$ cat src/design/pewb_pkg.sv
// Shared types, register codes, reset values and saturation helper for the particle step block.
`timescale 1ns / 1ps
`default_nettype none

package pewb_pkg;

	// One particle going in.
	typedef struct packed {
		logic signed [31:0] pos_x;
		logic signed [31:0] pos_y;
		logic signed [31:0] pos_z;
		logic signed [31:0] vel_x;
		logic signed [31:0] vel_y;
		logic signed [31:0] vel_z;
		logic [15:0]        delta_time;
	} in_item_t;

	// One particle coming out.
	typedef struct packed {
		logic signed [31:0] new_pos_x;
		logic signed [31:0] new_pos_y;
		logic signed [31:0] new_pos_z;
		logic signed [31:0] new_vel_x;
		logic signed [31:0] new_vel_y;
		logic signed [31:0] new_vel_z;
	} out_item_t;

	// Stage advance strobes handed to the wall stages.
	typedef struct packed {
		logic en_s3;
		logic en_s4;
	} pipe_ctl_t;

	localparam int CFG_IDX_W = 3;

	localparam logic [CFG_IDX_W-1:0] REG_SCENE_WIDTH   = 3'd0;
	localparam logic [CFG_IDX_W-1:0] REG_SCENE_HEIGHT  = 3'd1;
	localparam logic [CFG_IDX_W-1:0] REG_GRAVITY_X     = 3'd2;
	localparam logic [CFG_IDX_W-1:0] REG_GRAVITY_Y     = 3'd3;
	localparam logic [CFG_IDX_W-1:0] REG_GRAVITY_Z     = 3'd4;
	localparam logic [CFG_IDX_W-1:0] REG_BOUNCE_FACTOR = 3'd5;

	localparam logic [30:0]        RST_SCENE_WIDTH   = 31'd3276800;
	localparam logic [30:0]        RST_SCENE_HEIGHT  = 31'd2457600;
	localparam logic signed [31:0] RST_GRAVITY_X     = 32'sd0;
	localparam logic signed [31:0] RST_GRAVITY_Y     = 32'sd0;
	localparam logic signed [31:0] RST_GRAVITY_Z     = -32'sd4014080;
	localparam logic [15:0]        RST_BOUNCE_FACTOR = 16'd26214;

	localparam logic signed [34:0] SAT_MAX = 35'sd2147483647;
	localparam logic signed [34:0] SAT_MIN = -35'sd2147483648;

	// Clamp a wide signed value into the signed 32-bit range.
	function automatic logic signed [31:0] sat32(input logic signed [34:0] v);
		logic signed [31:0] r;
		if (v > SAT_MAX) begin
			r = 32'sh7FFFFFFF;
		end else if (v < SAT_MIN) begin
			r = 32'sh80000000;
		end else begin
			r = v[31:0];
		end
		return r;
	endfunction

endpackage

`default_nettype wire

$ cat src/design/pewb_wall.sv
// Wall test, clamp and bounce velocity for one bounded axis (pipeline stages 3 and 4).
`timescale 1ns / 1ps
`default_nettype none

module pewb_wall (
	input  wire logic               clk,
	input  wire pewb_pkg::pipe_ctl_t ctl,
	input  wire logic signed [31:0] pos_s2,
	input  wire logic signed [31:0] vel_s2,
	input  wire logic [29:0]        half,
	input  wire logic [15:0]        bounce,
	output logic signed [31:0]      pos_s4,
	output logic signed [31:0]      vel_s4
);

	logic signed [32:0] pos_ext;
	logic signed [32:0] half_pos;
	logic signed [32:0] half_neg;
	logic signed [32:0] vel_neg;
	logic               below;
	logic               above;

	logic signed [31:0] pos_s3;
	logic signed [31:0] vel_s3;
	logic signed [49:0] prod_s3;
	logic               hit_s3;

	logic signed [49:0] rnd;

	always_comb begin
		pos_ext  = {pos_s2[31], pos_s2};
		half_pos = $signed({3'b000, half});
		half_neg = -half_pos;
		below    = pos_ext < half_neg;
		above    = pos_ext > half_pos;
		// Negating in 33 bits keeps the most negative velocity exact.
		vel_neg  = -$signed({vel_s2[31], vel_s2});
	end

	// Stage 3: compare against both walls while the bounce product is formed.
	always_ff @(posedge clk) begin
		if (ctl.en_s3) begin
			hit_s3  <= below | above;
			pos_s3  <= below ? half_neg[31:0] : (above ? half_pos[31:0] : pos_s2);
			vel_s3  <= vel_s2;
			prod_s3 <= vel_neg * $signed({1'b0, bounce});
		end
	end

	// Round half up, then floor by the upper bits.
	assign rnd = prod_s3 + 50'sd16384;

	// Stage 4: rounded and saturated bounce velocity on a hit.
	always_ff @(posedge clk) begin
		if (ctl.en_s4) begin
			pos_s4 <= pos_s3;
			vel_s4 <= hit_s3 ? pewb_pkg::sat32(rnd[49:15]) : vel_s3;
		end
	end

endmodule

`default_nettype wire

$ cat config.mk
export PLATFORM = sky130hd
export DESIGN_NAME = pewb_wall
export DESIGN_NICKNAME = d
export VERILOG_FILES = /design/src/design/pewb_pkg.sv /design/src/design/pewb_wall.sv
export SDC_FILE = /design/constraint.sdc
export NUM_CORES = 2
export LEC_CHECK = 0
export ABC_AREA = 1
export BUFFER_PORTS_ARGS = -buffer_cell sky130_fd_sc_hd__buf_2
export CORE_MARGIN = 2
export CORE_UTILIZATION = 50
export CTS_CLUSTER_DIAMETER = 100
export CTS_CLUSTER_SIZE = 30
export DETAILED_ROUTE_END_ITERATION = 8
export PLACE_DENSITY = 0.75
export REMOVE_ABC_BUFFERS = 1
export SYNTH_ARGS = -nofsm -noshare
export SYNTH_HDL_FRONTEND = slang
export SYNTH_SLANG_ARGS = --single-unit
$ cat constraint.sdc
create_clock -name clk -period 8.45 [get_ports clk]
set_input_delay 1.69 -clock clk [delete_from_list [all_inputs] [get_ports clk]]
set_output_delay 1.69 -clock clk [all_outputs]
set_load 0.01 [all_outputs]
==> flow_summary_export.csv <==
group,metric,value,unit
synthesis,ys_seq_area_share,17.3,%
drt,first_pass_iters,5,
setup_path,crit_arrival,8.41,ns
drt,wirelength,88000,µm
cells_and_area,layout.cells.non_filler,4713,
sta,drv_slew,0,
grt,grt_overflow_total,0,
hold_path,hp-start,"pos_s3[2]$_DFFE_PP_",
setup_path,cp.required,8.64,ns
cells_and_area,fillers,4960,
clock_network,clk_pin_slew_worst_paths,0.07,ns
setup_path,crit_family,"adder cells",
synthesis,async_reset_ff_share,0,%
clock_network,cts_root_buf,"clkbuf_16",
drt,final_antenna_net_count,0,
synthesis,synth_cell_types,49,
synthesis,synth-main-ff-cell,"edfxtp_1",
setup_path,crit_fanout,6,
clock_network,clkSinkCount,165,
clock_network,htree_num_levels,4,
synthesis,syn_area,28700,µm²
sta,fin_crit_sh,97.3,%
clock_network,cts_hold_buf,0,
synthesis,synth_top_area_share,35.0,%
clock_network,cts_buffer_depth,2,
hold_path,hold_class,"reg2reg",
grt,antenna_found_initial,5,
sta,rsz0062_at_grt,"true",
job,cap_violations,0,
setup_path,worstSetupEndpointType,"flop",
cells_and_area,area_growth,18.0,%
die,start_util,50.8,%
cells_and_area,layout_common_cells,"inv_1 (784), nand2_1 (731), fa_1 (496)",
synthesis,ys_top_cells_by_area,"fa_1 (35%), edfxtp_1 (17%), inv_1 (10%)",
die,core_area,56500,µm²
grt,grt_pass1_vias,25800,
drt,routed_via_density,5.29,
sta,hold_viol,0,
drt,via_count,24900,
grt,grt_max_degree,79,
setup_path,slowest_delay,0.57,ns
sta,fmax,122,MHz
drt,drc,0,
synthesis,syn_inst,3494,
cells_and_area,mostFrequentLayoutCell,"inv_1",
setup_path,crit_path_start,"vel_s2[0]",
grt,track_usage,30.4,%
setup_path,critical_path_class,"in2reg",
clock_network,cts_tree,"done",
setup_path,crit_buf_inv,11,
sta,tns,0,ns
synthesis,yosysTopAreaCell,"fa_1",
clock_network,clk_latency,0.44,ns
sta,finClkSkew,0.00612,ns
sta,setup_viol,0,
die,die_height,243,µm
placed_design,io_buffers,176,
cells_and_area,drive_gt1_share,17.3,%
setup_path,r2r_start,"prod_s3[14]$_DFFE_PP_",
sta,slew_headroom,20.7,%
placed_design,gp_congestion,0.982,
grt,grt_pass1_wl,139000,µm
outcome,status,"complete, no violations",
placed_design,dp_hpwl,74500,µm
setup_path,startpoint_type,"input port",
die,die_x,243,µm
placed_design,place_inst,4678,
clock_network,cts_buffers,17,
synthesis,synth_edf_count,165,
drt,drt_iter0_drc,2025,
drt,wl_per_cell,18.7,µm
die,die_area,59300,µm²
synthesis,synth-seq-cells,165,
synthesis,yosysWarnings,0,
synthesis,syn_avg_cell_area,8.21,µm²
die,num_rows,87,
die,ios,177,
setup_path,crit_slowest_cell,"fa_1",
cells_and_area,final_nets,4738,
sta,worst_hold_slack,0.420,ns
sta,worst-slew-pin-transition,1.19,ns
sta,period_minus_slack,8.22,ns
==> cell usage after synthesis (3+ instances only) <==
cell type / instances
nor2_1: 373
xor2_1: 72
inv_1: 787
o21a_1: 5
inv_2: 6
a21o_1: 8
nor3_1: 40
nand2_2: 13
xnor2_1: 23
fa_1: 501
a21oi_1: 129
nor2_2: 6
edfxtp_1: 165
clkbuf_1: 79
buf_2: 19
o21ai_0: 66
o21ai_1: 3
o21bai_1: 6
ha_1: 182
nand4_1: 45
nor2_4: 3
or2_2: 21
and3_1: 3
a31oi_1: 5
nor4_1: 12
a211oi_1: 3
nand3_1: 148
nand2_1: 741
==> final timing paths <==
path                                end  slack (ns)  cells after the start
setup / recovery  prod_s3[46]$_DFFE_PP_        0.23                     34
hold / removal      pos_s4[2]$_DFFE_PP_        0.42                      0
setup reg to reg   vel_s4[14]$_DFFE_PP_        5.28                     12
hold reg to reg     pos_s4[2]$_DFFE_PP_        0.42                      0
==> layout make-up <==
cell class	count	area, µm²	area share (%)
flip-flops and latches	165	4950	14.6
multi-input cells	2432	20600	61.0
well taps	756	946	2.80
diodes	2	5.00	0.0148
clock inverters	15	165	0.488
repair buffers	531	3710	11.0
clock buffers	17	425	1.26
inverters	795	2990	8.83
==> layer usage <==
| metal | global-route usage (%) | up-vias | wire, µm |
|---|---|---|---|
| met4 | 9.69 | 2 | 2860 |
| met1 | 40.6 | 12100 | 35600 |
| li1 | - | 11500 | - |
| met5 | 0 | - | 16 |
| met3 | 6.51 | 189 | 8770 |
| met2 | 49.5 | 1189 | 40800 |
==> logic make-up (layout without fill, tap and decap cells) <==
| family | Yosys count | count (layout) | share of synthesized area, % |
|---|---|---|---|
| AO/OA/AOI/OAI | 233 | 233 | 4.37 |
| XOR/XNOR | 95 | 95 | 2.90 |
| adder cells (fa/ha/maj) | 683 | 683 | 42.9 |
| buffers and inverters | 897 | 1358 | 11.9 |
| flip-flops | 165 | 165 | 17.3 |
| other | 0 | 2 | 0 |
| AND/OR/NAND/NOR | 1421 | 1421 | 20.7 |
==> through the flow <==
step	setup WS, ns	utilization, %	instance area (µm²)
finish	0.231	59.9	33800
global route	-0.0674	59.9	33800
CTS	0.0554	59.3	33500
detailed placement	-0.413	58.3	32900
global placement	-0.314	58.3	32900
floorplan	0.223	-	28300
==> flip-flops by register name, summed over array words and instances, names as in the netlist <==
name,cells
vel_s3,32
prod_s3,36
vel_s4,32
pos_s4,32
hit_s3,1
pos_s3,32
==> timing repair <==
item | 4_1_cts | 5_1_grt
gates resized for setup | 0 | 82
endpoints found under the setup margin | 0 | 24
buffers inserted | 0 | 1
Power is not shown: default switching activity piles up to over one toggle a cycle in this logic, so the estimate is an artifact.
